[src/sync_header_frame_router_unit_defines.svh]
// assertion helpers shared by the router modules
`ifndef SYNC_HEADER_FRAME_ROUTER_UNIT_DEFINES_SVH
`define SYNC_HEADER_FRAME_ROUTER_UNIT_DEFINES_SVH

// same-cycle implication, checked outside reset
`define SFR_ASSERT_NOW(label, clk, rst, ante, cons, msg) \
  label: assert property (@(posedge clk) disable iff (rst) (ante) |-> (cons)) else $error(msg);

// next-cycle implication, checked outside reset
`define SFR_ASSERT_NEXT(label, clk, rst, ante, cons, msg) \
  label: assert property (@(posedge clk) disable iff (rst) (ante) |=> (cons)) else $error(msg);

`endif

[src/sfr_pkg.sv]
package sfr_pkg;

  localparam logic [7:0] SYNC_FIRST  = 8'h55;
  localparam logic [7:0] SYNC_SECOND = 8'hAA;
  localparam int PORT_COUNT   = 8;
  localparam int HEADER_BYTES = 5;

  // position of a word within the header burst
  localparam logic [2:0] HB_SYNC1 = 3'd0;
  localparam logic [2:0] HB_SYNC2 = 3'd1;
  localparam logic [2:0] HB_LEN   = 3'd2;
  localparam logic [2:0] HB_RSV   = 3'd3;
  localparam logic [2:0] HB_TYPE  = 3'(HEADER_BYTES - 1);

  // configuration register indexes
  localparam logic [1:0] CFG_FALLBACK_PORT   = 2'd0;
  localparam logic [1:0] CFG_DEFAULT_ENABLED = 2'd1;
  localparam logic [1:0] CFG_PORT_OPEN_MASK  = 2'd2;

  typedef enum logic [2:0] {
    PH_HUNT,
    PH_SYNC2,
    PH_LEN,
    PH_RSV,
    PH_TYPE,
    PH_DATA
  } phase_t;

  typedef struct packed {
    logic [2:0] fallback_port;
    logic       default_enabled;
    logic [7:0] port_open_mask;
  } cfg_t;

  // one queued job for the back end: a header burst or one data word
  typedef struct packed {
    logic       is_hdr;
    logic [7:0] data;
    logic [2:0] port;
    logic [7:0] len;
    logic [7:0] rsv;
    logic       last;
  } cmd_t;

endpackage

[src/sync_header_frame_router_unit.sv]
// path: a forwarded byte passes the front stage register, a queue slot and the output register
// throughput: one input word per cycle; one output word per cycle while dst_stall is low,
//   a header burst of five words comes from the type byte, held in a QUEUE_DEPTH job queue
// the input stalls only when the queue is full and the next job must be queued
// reset: synchronous, clears parser, route table mapped bits, config registers and queue
module sync_header_frame_router_unit #(
  parameter int QUEUE_DEPTH = 4
) (
  input  logic       clk,
  input  logic       rst,
  // configuration writes
  input  logic       cfg_valid,
  output logic       cfg_ready,
  input  logic [1:0] cfg_index,
  input  logic [7:0] cfg_data,
  // input words
  input  logic       src_valid,
  output logic       src_stall,
  input  logic       mode,
  input  logic [7:0] in_byte,
  input  logic [7:0] route_type,
  input  logic [2:0] route_port,
  input  logic       route_valid,
  // output words
  output logic       dst_valid,
  input  logic       dst_stall,
  output logic [7:0] out_byte,
  output logic [2:0] out_port,
  output logic       frame_end,
  output logic       run_end
);
  import sfr_pkg::*;

  cfg_t cfg;
  logic push, full, pop, empty;
  cmd_t push_cmd, head;

  // config registers take a write on any cycle
  assign cfg_ready = 1'b1;

  always_ff @(posedge clk) begin
    if (rst) begin
      cfg <= '0;
    end else if (cfg_valid && cfg_ready) begin
      unique case (cfg_index)
        CFG_FALLBACK_PORT:   cfg.fallback_port   <= cfg_data[2:0];
        CFG_DEFAULT_ENABLED: cfg.default_enabled <= cfg_data[0];
        CFG_PORT_OPEN_MASK:  cfg.port_open_mask  <= cfg_data;
        default: ;
      endcase
    end
  end

  // front: hunts for the sync pair, holds the header, looks up the route
  sfr_front u_front (
    .clk         (clk),
    .rst         (rst),
    .cfg         (cfg),
    .src_valid   (src_valid),
    .src_stall   (src_stall),
    .mode        (mode),
    .in_byte     (in_byte),
    .route_type  (route_type),
    .route_port  (route_port),
    .route_valid (route_valid),
    .push        (push),
    .push_cmd    (push_cmd),
    .full        (full)
  );

  // job queue decouples parsing from the header burst
  sfr_queue #(
    .DEPTH (QUEUE_DEPTH)
  ) u_queue (
    .clk      (clk),
    .rst      (rst),
    .push     (push),
    .push_cmd (push_cmd),
    .full     (full),
    .pop      (pop),
    .head     (head),
    .empty    (empty)
  );

  // back: expands jobs into tagged output words
  sfr_back u_back (
    .clk       (clk),
    .rst       (rst),
    .head      (head),
    .empty     (empty),
    .pop       (pop),
    .dst_valid (dst_valid),
    .dst_stall (dst_stall),
    .out_byte  (out_byte),
    .out_port  (out_port),
    .frame_end (frame_end),
    .run_end   (run_end)
  );

endmodule

[src/sfr_front.sv]
module sfr_front (
  input  logic            clk,
  input  logic            rst,
  input  sfr_pkg::cfg_t   cfg,
  input  logic            src_valid,
  output logic            src_stall,
  input  logic            mode,
  input  logic [7:0]      in_byte,
  input  logic [7:0]      route_type,
  input  logic [2:0]      route_port,
  input  logic            route_valid,
  output logic            push,
  output sfr_pkg::cmd_t   push_cmd,
  input  logic            full
);
  import sfr_pkg::*;

  phase_t      phase, phase_next;
  logic [7:0]  bytes_left, bytes_left_next;
  logic [7:0]  len, len_next;
  logic [7:0]  rsv, rsv_next;
  logic [7:0]  left_dec;

  logic        accept, stream, route_wr;

  // route table: port in memory, mapped bit in flops
  logic [2:0]  route_mem [256];
  logic [255:0] mapped;
  logic [2:0]  rd_port;
  logic        rd_mapped;

  // stage between parser and queue
  logic        s1_valid;
  logic        s1_hdr, s1_last;
  logic [7:0]  s1_data, s1_len, s1_rsv;
  logic        take, take_hdr, take_last;

  logic        frame_fwd;
  logic [2:0]  frame_port;
  logic        have, open;
  logic [2:0]  sel_port;
  logic        s1_push, s1_advance;

  assign accept   = src_valid && !src_stall;
  assign stream   = accept && !mode;
  assign route_wr = accept && mode;
  assign left_dec = bytes_left - {7'd0, bytes_left != 8'd0};

  // next state of the parser
  always_comb begin
    phase_next      = phase;
    bytes_left_next = bytes_left;
    len_next        = len;
    rsv_next        = rsv;
    if (stream) begin
      unique case (phase)
        PH_HUNT: phase_next = (in_byte == SYNC_FIRST) ? PH_SYNC2 : PH_HUNT;
        PH_SYNC2: begin
          if (in_byte == SYNC_SECOND) begin
            phase_next = PH_LEN;
          end else if (in_byte != SYNC_FIRST) begin
            phase_next = PH_HUNT;
          end
        end
        PH_LEN: begin
          len_next   = in_byte;
          phase_next = PH_RSV;
        end
        PH_RSV: begin
          rsv_next   = in_byte;
          phase_next = PH_TYPE;
        end
        PH_TYPE: begin
          bytes_left_next = len;
          phase_next      = (len == 8'd0) ? PH_HUNT : PH_DATA;
        end
        PH_DATA: begin
          bytes_left_next = left_dec;
          if (left_dec == 8'd0) begin
            phase_next = PH_HUNT;
          end
        end
        default: phase_next = PH_HUNT;
      endcase
    end
  end

  // parser outputs: which bytes become jobs
  always_comb begin
    take      = 1'b0;
    take_hdr  = 1'b0;
    take_last = 1'b0;
    unique case (phase)
      PH_TYPE: begin
        take      = stream;
        take_hdr  = 1'b1;
        take_last = (len == 8'd0);
      end
      PH_DATA: begin
        take      = stream;
        take_last = (left_dec == 8'd0);
      end
      default: ;
    endcase
  end

  always_ff @(posedge clk) begin
    if (rst) begin
      phase      <= PH_HUNT;
      bytes_left <= 8'd0;
    end else begin
      phase      <= phase_next;
      bytes_left <= bytes_left_next;
    end
  end

  always_ff @(posedge clk) begin
    len <= len_next;
    rsv <= rsv_next;
  end

  always_ff @(posedge clk) begin
    if (route_wr) begin
      route_mem[route_type] <= route_port;
    end
    if (stream) begin
      rd_port <= route_mem[in_byte];
    end
  end

  always_ff @(posedge clk) begin
    if (rst) begin
      mapped <= '0;
    end else if (route_wr) begin
      mapped[route_type] <= route_valid;
    end
  end

  always_ff @(posedge clk) begin
    if (stream) begin
      rd_mapped <= mapped[in_byte];
    end
  end

  // route decision on the type byte
  always_comb begin
    have     = rd_mapped || cfg.default_enabled;
    sel_port = rd_mapped ? rd_port : cfg.fallback_port;
    open     = have && (int'(sel_port) < PORT_COUNT) && cfg.port_open_mask[sel_port];
  end

  assign s1_push    = s1_valid && (s1_hdr ? open : frame_fwd);
  assign s1_advance = !s1_valid || !s1_push || !full;
  assign src_stall  = !s1_advance;
  assign push       = s1_push && s1_advance;

  always_comb begin
    push_cmd.is_hdr = s1_hdr;
    push_cmd.data   = s1_data;
    push_cmd.port   = s1_hdr ? sel_port : frame_port;
    push_cmd.len    = s1_len;
    push_cmd.rsv    = s1_rsv;
    push_cmd.last   = s1_last;
  end

  always_ff @(posedge clk) begin
    if (rst) begin
      s1_valid  <= 1'b0;
      frame_fwd <= 1'b0;
    end else if (s1_advance) begin
      s1_valid <= take;
      if (s1_valid && s1_hdr) begin
        frame_fwd <= open;
      end
    end
  end

  always_ff @(posedge clk) begin
    if (s1_advance) begin
      s1_hdr  <= take_hdr;
      s1_last <= take_last;
      s1_data <= in_byte;
      s1_len  <= len;
      s1_rsv  <= rsv;
      if (s1_valid && s1_hdr) begin
        frame_port <= sel_port;
      end
    end
  end

endmodule

[src/sfr_queue.sv]
module sfr_queue #(
  parameter int DEPTH = 4
) (
  input  logic          clk,
  input  logic          rst,
  input  logic          push,
  input  sfr_pkg::cmd_t push_cmd,
  output logic          full,
  input  logic          pop,
  output sfr_pkg::cmd_t head,
  output logic          empty
);
  import sfr_pkg::*;
  `include "sync_header_frame_router_unit_defines.svh"

  localparam int AW = (DEPTH > 1) ? $clog2(DEPTH) : 1;
  localparam int CW = $clog2(DEPTH + 1);

  cmd_t          slots [DEPTH];
  logic [AW-1:0] wr_ptr, rd_ptr;
  logic [CW-1:0] count;

  assign full  = (count == CW'(DEPTH));
  assign empty = (count == '0);
  assign head  = slots[rd_ptr];

  always_ff @(posedge clk) begin
    if (push) begin
      slots[wr_ptr] <= push_cmd;
    end
  end

  always_ff @(posedge clk) begin
    if (rst) begin
      wr_ptr <= '0;
      rd_ptr <= '0;
      count  <= '0;
    end else begin
      if (push) begin
        wr_ptr <= (wr_ptr == AW'(DEPTH - 1)) ? '0 : wr_ptr + 1'b1;
      end
      if (pop) begin
        rd_ptr <= (rd_ptr == AW'(DEPTH - 1)) ? '0 : rd_ptr + 1'b1;
      end
      if (push && !pop) begin
        count <= count + 1'b1;
      end else if (pop && !push) begin
        count <= count - 1'b1;
      end
    end
  end

  `SFR_ASSERT_NOW(a_no_push_full, clk, rst, push, !full, "push into full queue")
  `SFR_ASSERT_NOW(a_no_pop_empty, clk, rst, pop, !empty, "pop from empty queue")

endmodule

[src/sfr_back.sv]
module sfr_back (
  input  logic          clk,
  input  logic          rst,
  input  sfr_pkg::cmd_t head,
  input  logic          empty,
  output logic          pop,
  output logic          dst_valid,
  input  logic          dst_stall,
  output logic [7:0]    out_byte,
  output logic [2:0]    out_port,
  output logic          frame_end,
  output logic          run_end
);
  import sfr_pkg::*;
  `include "sync_header_frame_router_unit_defines.svh"

  logic [2:0] beat;
  logic       load, emit, last_beat;
  logic [7:0] word;

  assign load      = !dst_valid || !dst_stall;
  assign emit      = load && !empty;
  assign last_beat = !head.is_hdr || (beat == HB_TYPE);
  assign pop       = emit && last_beat;

  always_comb begin
    if (head.is_hdr) begin
      unique case (beat)
        HB_SYNC1: word = SYNC_FIRST;
        HB_SYNC2: word = SYNC_SECOND;
        HB_LEN:   word = head.len;
        HB_RSV:   word = head.rsv;
        default:  word = head.data;
      endcase
    end else begin
      word = head.data;
    end
  end

  always_ff @(posedge clk) begin
    if (rst) begin
      beat      <= HB_SYNC1;
      dst_valid <= 1'b0;
    end else begin
      if (emit) begin
        beat <= last_beat ? HB_SYNC1 : beat + 3'd1;
      end
      if (load) begin
        dst_valid <= !empty;
      end
    end
  end

  always_ff @(posedge clk) begin
    if (emit) begin
      out_byte  <= word;
      out_port  <= head.port;
      frame_end <= last_beat && head.last;
      run_end   <= last_beat;
    end
  end

  `SFR_ASSERT_NOW(a_beat_in_hdr, clk, rst, beat != HB_SYNC1, !empty && head.is_hdr, "burst beat without header job")
  `SFR_ASSERT_NOW(a_fend_has_rend, clk, rst, dst_valid && frame_end, run_end, "frame end without run end")

endmodule
[config.mk]
export PLATFORM = sky130hd
export DESIGN_NAME = sync_header_frame_router_unit
export DESIGN_NICKNAME = d
export VERILOG_FILES = /design/src/sfr_pkg.sv /design/src/sync_header_frame_router_unit.sv /design/src/sfr_front.sv /design/src/sfr_queue.sv /design/src/sfr_back.sv
export VERILOG_INCLUDE_DIRS = /design/src /design/src/src
export SDC_FILE = /design/constraint.sdc
export NUM_CORES = 2
export LEC_CHECK = 0
export ABC_CLOCK_PERIOD_IN_PS = 4100
export BUFFER_PORTS_ARGS = -buffer_cell sky130_fd_sc_hd__buf_2
export CAP_MARGIN = 15
export CELL_PAD_IN_SITES_DETAIL_PLACEMENT = 1
export CELL_PAD_IN_SITES_GLOBAL_PLACEMENT = 2
export CORE_MARGIN = 4
export CORE_UTILIZATION = 35
export CTS_BUF_LIST = sky130_fd_sc_hd__clkbuf_8
export CTS_CLUSTER_SIZE = 40
export DETAILED_ROUTE_END_ITERATION = 8
export GPL_ROUTABILITY_DRIVEN = 0
export GPL_TIMING_DRIVEN = 0
export PLACE_DENSITY = 0.59
export SLEW_MARGIN = 20
export SYNTH_ARGS = -nofsm -noshare
export SYNTH_HDL_FRONTEND = slang
export SYNTH_SLANG_ARGS = --single-unit
[constraint.sdc]
create_clock -name clk -period 4.1 [get_ports clk]
set_input_delay 0.615 -clock clk [delete_from_list [all_inputs] [get_ports clk]]
set_output_delay 0.615 -clock clk [all_outputs]
set_load 0.005 [all_outputs]
Yosys cells after proc, flatten, opt, wreduce, memory -nomap -nowiden
Memory sizes are Yosys's and may differ from the RTL's. A register that Yosys moved wholly into a read port is not among the register bits.
Index checks and enable logic that the tools add are counted.
{ "word_totals": {"input_bits": 36, "reg_bits": 351, "n_memories": 2, "mem_bits_rw": 884} }
{ "mem_list": {"columns": ["memory", "words", "width", "read_ports", "rd_clocked_by_memory_dff", "write_ports", "line_no", "text"], "rows": [
  ["u_front.route_mem", 256, 3, 1, 1, 1, "sfr_front.sv:27", "logic [2:0] route_mem [256];"],
  ["u_queue.slots", 4, 29, 1, 1, 1, "sfr_queue.sv:19", "cmd_t slots [DEPTH];"]
]} }
{ "op_classes": {"muxes": 33, "n_eq_ne": 19, "reduce_logical": 47, "addsub": 6, "magnitude_cmp": 4} }
{ "op_table": {"columns": ["operator", "n"], "rows": [
  ["256-bit bitwise mux", 1],
  ["8-bit case mux with 4 select lines", 1],
  ["3-bit 2-to-1 mux", 9],
  ["8-bit by 9-bit less-than comparator with 1-bit output, second input constant", 2],
  ["3-bit case mux with 6 select lines", 1],
  ["8-bit zero test", 2],
  ["8-bit case mux with 2 select lines", 1],
  ["2-bit AND reduction", 7],
  ["1-bit logical AND", 13],
  ["3-bit by 2-bit == test with 1-bit output, second input constant", 4],
  ["3-bit == test, second input constant", 4],
  ["1-bit zero test", 11],
  ["1-bit 2-to-1 mux", 11],
  ["3-bit zero test", 3],
  ["1-bit binary-select mux with 8-bit select", 1],
  ["1-bit demux with 8-bit select", 1],
  ["8-bit by 7-bit == test with 1-bit output, second input constant", 1],
  ["8-bit == test, second input constant", 1],
  ["8-bit by 1-bit >= comparator with 1-bit output, second input constant", 1],
  ["2-bit 2-to-1 mux", 4],
  ["8-bit 2-to-1 mux", 1],
  ["8-bit by 7-bit inequality test with 1-bit output, second input constant", 1],
  ["8-bit nonzero test", 1],
  ["8-bit by 1-bit subtractor with 8-bit output", 1],
  ["other kinds (16)", 26]
]} }

Depth between registers and ports, before layout
{ "depth": {"depth_word": 14, "depth_mapped": 13, "depth_no_buf": 12} }

Cells and area by module
Synthesis repeated with hierarchy kept, for this count alone.
{ "unflattened": {"cells_unflattened": 3482, "hier_area_um2": 51424.3} }
{ "by_module_without_submodules": {"columns": ["module", "cells_each", "area_each_um2", "seq_area_each_um2", "instances"], "rows": [
  ["sfr_front", 3155, 45368.5, 29918.7, 1],
  ["sfr_queue", 195, 4633.2, 3663.5, 1],
  ["sfr_back", 79, 882.1, 470.5, 1],
  ["sync_header_frame_router_unit", 53, 540.5, 240.2, 1]
]} }

Worst setup path after synthesis
No wires, ideal clock.
{ "synth_path": {"kind": "register to register", "startpoint": "reg u_front.rd_mapped", "endpoint": "reg u_front.len[0], enable pin", "synth_period_minus_slack_ns": 3.172, "t_arrival_ns": 2.778, "path_buffers": 3, "path_stages_with_launch": 12, "setup_slack_ns": 0.928, "required_ns": 3.705, "path_cell_list": "edfxtp_1 -> buf_2 -> mux2i_1 -> inv_2 -> nor2_1 -> a22oi_1 -> and3b_4 -> a21oi_4 -> inv_2 -> buf_2 -> buf_2 -> nor4_1"} }
{ "synth_between": {"elab_chain_cells": 12} }
{ "synth_lines": {"columns": ["element", "line_no", "text"], "rows": [
  ["from (decl)", "sfr_front.sv:30", "logic rd_mapped;"],
  ["from (signal assigned)", "sfr_front.sv:141", "rd_mapped <= mapped[in_byte];"],
  ["3-bit 2-to-1 mux", "sfr_front.sv:148", "sel_port = rd_mapped ? rd_port : cfg.fallback_port;"],
  ["via u_front.sel_port[1]", "sfr_front.sv:41", "logic [2:0] sel_port;"],
  ["1-bit binary-select mux with 3-bit select", "sfr_front.sv:149", "open = have && (int'(sel_port) < PORT_COUNT) && cfg.port_open_mask[sel_port];"],
  ["1-bit 2-to-1 mux (not written as such)", "sfr_front.sv:149", null],
  ["1-bit logical AND", "sfr_front.sv:149", null],
  ["1-bit 2-to-1 mux", "sfr_front.sv:152", "assign s1_push = s1_valid && (s1_hdr ? open : frame_fwd);"],
  ["1-bit logical AND", "sfr_front.sv:152", null],
  ["1-bit zero test", "sfr_front.sv:153", "assign s1_advance = !s1_valid || !s1_push || !full;"],
  ["1-bit logical OR (2 in a row)", "sfr_front.sv:153", null],
  ["1-bit logical AND", "sfr_front.sv:44", "assign accept = src_valid && !src_stall;"],
  ["1-bit logical AND", "sfr_front.sv:45", "assign stream = accept && !mode;"],
  ["2-bit AND reduction (no line)", null, null],
  ["to (signal assigned)", "sfr_front.sv:118", "len <= len_next;"],
  ["to (decl)", "sfr_front.sv:20", "logic [7:0] len, len_next;"]
]} }
The timed path passes the listed nets, and every way through them passes these cells. The select of a mux whose other input is x is not followed.
A chain may end at the register's enable or synchronous reset.

==> impl_metrics.toml <==
[global_routing]
gr-total-overflow = 0
grt_pass1_vias = 35336
grt_pass1_wl_um = 275000
grt_max_degree = 105
track_usage_pct = 25.1
antenna_found_initial = 9

[cells_and_area]
utilization_pct = 40.4
drive_above_1_share_pct = 19.8
area_growth_pct = 14.8
fin_nets = 3842
nFillCells = 14869
layout_common_cells = "edfxtp_1, dfxtp_1, mux4_2"
multi_input_area_mm2 = 0.0159
final-seq-area_mm2 = 0.0343
final_common_cell = "edfxtp_1"

[placement]
port_buffers = 49
hpwlAfterDp_um = 140000
post-place-ws_ns = -1.99

[critical_path]
reg2regPathDepth = 9
start_kind = "primary input"
path_class = "primary input to register"
worstPathArrival_ns = 4.80
rrSetupSlack_ns = 0.42
cp-end-kind = "register"
cp_data_required_time_ns = 4.68
crit_fanout = 10

[timing]
post-route-period-util_pct = 103
tightest_slew_ns = 1.28
setup_ws_ns = -0.125
hold_viol_final = 0
slew_headroom_pct = 14.7
setup_tns_ns = -0.209
layout_min_cycle_time_ns = 4.22
rsz0062_at_grt = "no"
fmax_mhz = 237
setup_violations = 3
final-max-slew-violation-count = 0
clock_skew_ns = 0.0295

[floorplanning]
die_area_mm2 = 0.155
io_pins = 52
die_h_um = 393
core_area_mm2 = 0.148
rows = 141
dieWidth_um = 393
initial_core_util_pct = 35.2

[logic_synthesis]
syn_inst = 3496
synthSimpleGateAreaFrac_pct = 8.61
ys_seq_elements = 1240
synth_flop_cell = "edfxtp_1"
postSynthNetCount = 3546
ys_types = 60
synth_compound_area_share_pct = 4.84
synthMuxAreaShare_pct = 16.6
synth_edf_count = 946
synth_top_family_by_area = "multiplexers"
synth_xor_area_share_pct = 0.0674
netlist_area_mm2 = 0.0520
synth-seq-area-share_pct = 66.0
syn-mean-instance-area_um2 = 14.9
async_flop_share_pct = 0
ys_warn_count = 0
synthAdderAreaFrac_pct = 0.352

[power]
p_total_w = 0.0271
comb_power_share_pct = 8.2
p_int_w = 0.0202
leakagePower_nw = 22.0
powerDensity_mw_per_mm2 = 454
ir_drop_uv = 298
swShare_pct = 25.6
p_clk_share_pct = 41.2
power_frac_seq_pct = 50.6
p_sw_w = 0.00693

[detailed_routing]
viasPerCell = 5.58
first_pass_iters = 7
drt-total-wl_um = 196000
drc = 0
ant_nets = 0
vias = 32962
drtIter0Drc = 2526
wl_per_cell_um = 33.2

[clock_tree]
ctsLongestPathBuffers = 3
path_clk_slew_ns = 0.05
cts_tree = "built"
cts.sinks = 1240
clock_latency_ns = 0.93
cts_root_buf = "clkbuf_8"
cts_buffers = 210
htreeDepth = 4

[flow_run]
maxCapViolCount = 0

[hold_path]
holdPathStages = 1
hold_path_class = "primary input to register"

[status]
violations = "setup timing"
status = "finished with violations"
## metal layers
layer / GRT usage [%] / share of wire (%)
met1: 32.7 / 42
met2: 40.9 / 48
met3: 5.15 / 5.8
met4: 10.7 / 4.5
met5: 0 / 0.0046
## through the flow
| step | cells | hold slack [ns] | cell area, um^2 |
|---|---|---|---|
| finish | 5911 | 0.148 | 59700 |
| global route | 5909 | 0.108 | 59700 |
| CTS | 5908 | 0.0630 | 59600 |
| detailed placement | 5494 | 0.406 | 55200 |
| global placement | 5475 | 0.401 | 54600 |
| floorplan | 3496 | 0.400 | 52000 |
## power groups by stage
| stage | sequential (W) | clock, W | combinational (W) |
|---|---|---|---|
| after floorplan | 0.0140 | 0 | 0.00109 |
| after global placement | 0.0140 | 0 | 0.00214 |
| after detailed placement | 0.0140 | 0 | 0.00222 |
| after CTS | 0.0137 | 0.0115 | 0.00225 |
| after global routing | 0.0137 | 0.0121 | 0.00236 |
| final | 0.0137 | 0.0112 | 0.00223 |
## registers in the layout, indices dropped and copies added, names as in the netlist, 12 cells and up, named ones only
| name | flops |
|---|---|
| cfg | 12 |
| u_front.route_mem | 768 |
| u_front.mapped | 256 |
| u_queue.slots | 116 |
## critical path, cell delays in order
cell,delay (ns)
buf_2,0.14
buf_2,0.27
buf_2,0.42
clkbuf_4,0.52
clkbuf_4,0.42
mux4_2,0.38
a22oi_1,0.29
nand2_1,0.15
a22oi_1,0.40
o221ai_1,0.34
a22oi_1,0.55
nand3_1,0.27
## cells by family after synthesis
family | count (synthesis)
adder cells (fa/ha/maj) | 14
multiplexers | 502
buffers and inverters | 456
AO/OA/AOI/OAI | 380
AND/OR/NAND/NOR | 899
XOR/XNOR | 4
other | 1
flip-flops | 1240
## worst paths after layout
kind	start	end
worst max-delay path	in_byte[1]	u_front.rd_port[0]
worst min-delay path	route_port[2]	u_front.route_mem[77][2]
worst max register to register	u_front.rd_mapped	u_front.mapped[188]
worst min register to register	u_front.rsv[0]	u_front.s1_rsv[0]
## cells in the mapped netlist (all sizes together), types with 2 or more instances
master	count	area (um^2)
nand3	278	1390
xor2	4	35.0
nor3	60	300
a2111oi	2	55.1
nand2b	200	1250
a21oi	106	542
o221ai	12	105
o2111ai	3	26.3
a22o	34	298
a221oi	29	254
mux2	4	45.0
nand3b	2	15.0
edfxtp	946	28400
mux2i	210	2100
nor2b	17	106
nand4	6	37.5
or3	3	18.8
a31oi	9	56.3
and2	7	43.8
nor3b	2	15.0
dfxtp	294	5890
or4	2	15.0
clkbuf	161	604
ha	13	163
and3b	2	21.3
nor4	8	50.1
a211oi	4	35.0
o31ai	3	22.5
nand2	110	413
nor2	194	728
nand4b	2	17.5
mux4	288	6490
and3	3	18.8
buf	86	443
o21ai	89	445
o22ai	5	31.3
a22oi	76	571
inv	208	781
## repair_timing
| action | CTS | global route |
|---|---|---|
| setup endpoints to repair | 5 | 3 |
| pin swaps | 1 | 0 |
| setup buffers | 1 | 0 |
| hold endpoints to repair | 27 | 0 |
| hold buffers | 18 | 0 |
| resized for setup | 32 | 6 |
## cell type report
class                           count  area share (%)
Sequential cell                  1240            57.5
Multi-Input combinational cell   1800            26.7
Clock buffer                      229            5.28
Tap cell                         1930            4.05
Buffer                            244            1.93
Clock inverter                    169            1.77
Timing Repair Buffer               87            1.48
Inverter                          209            1.32
Antenna cell                        3          0.0126
Power figures use the tool's default switching activity.
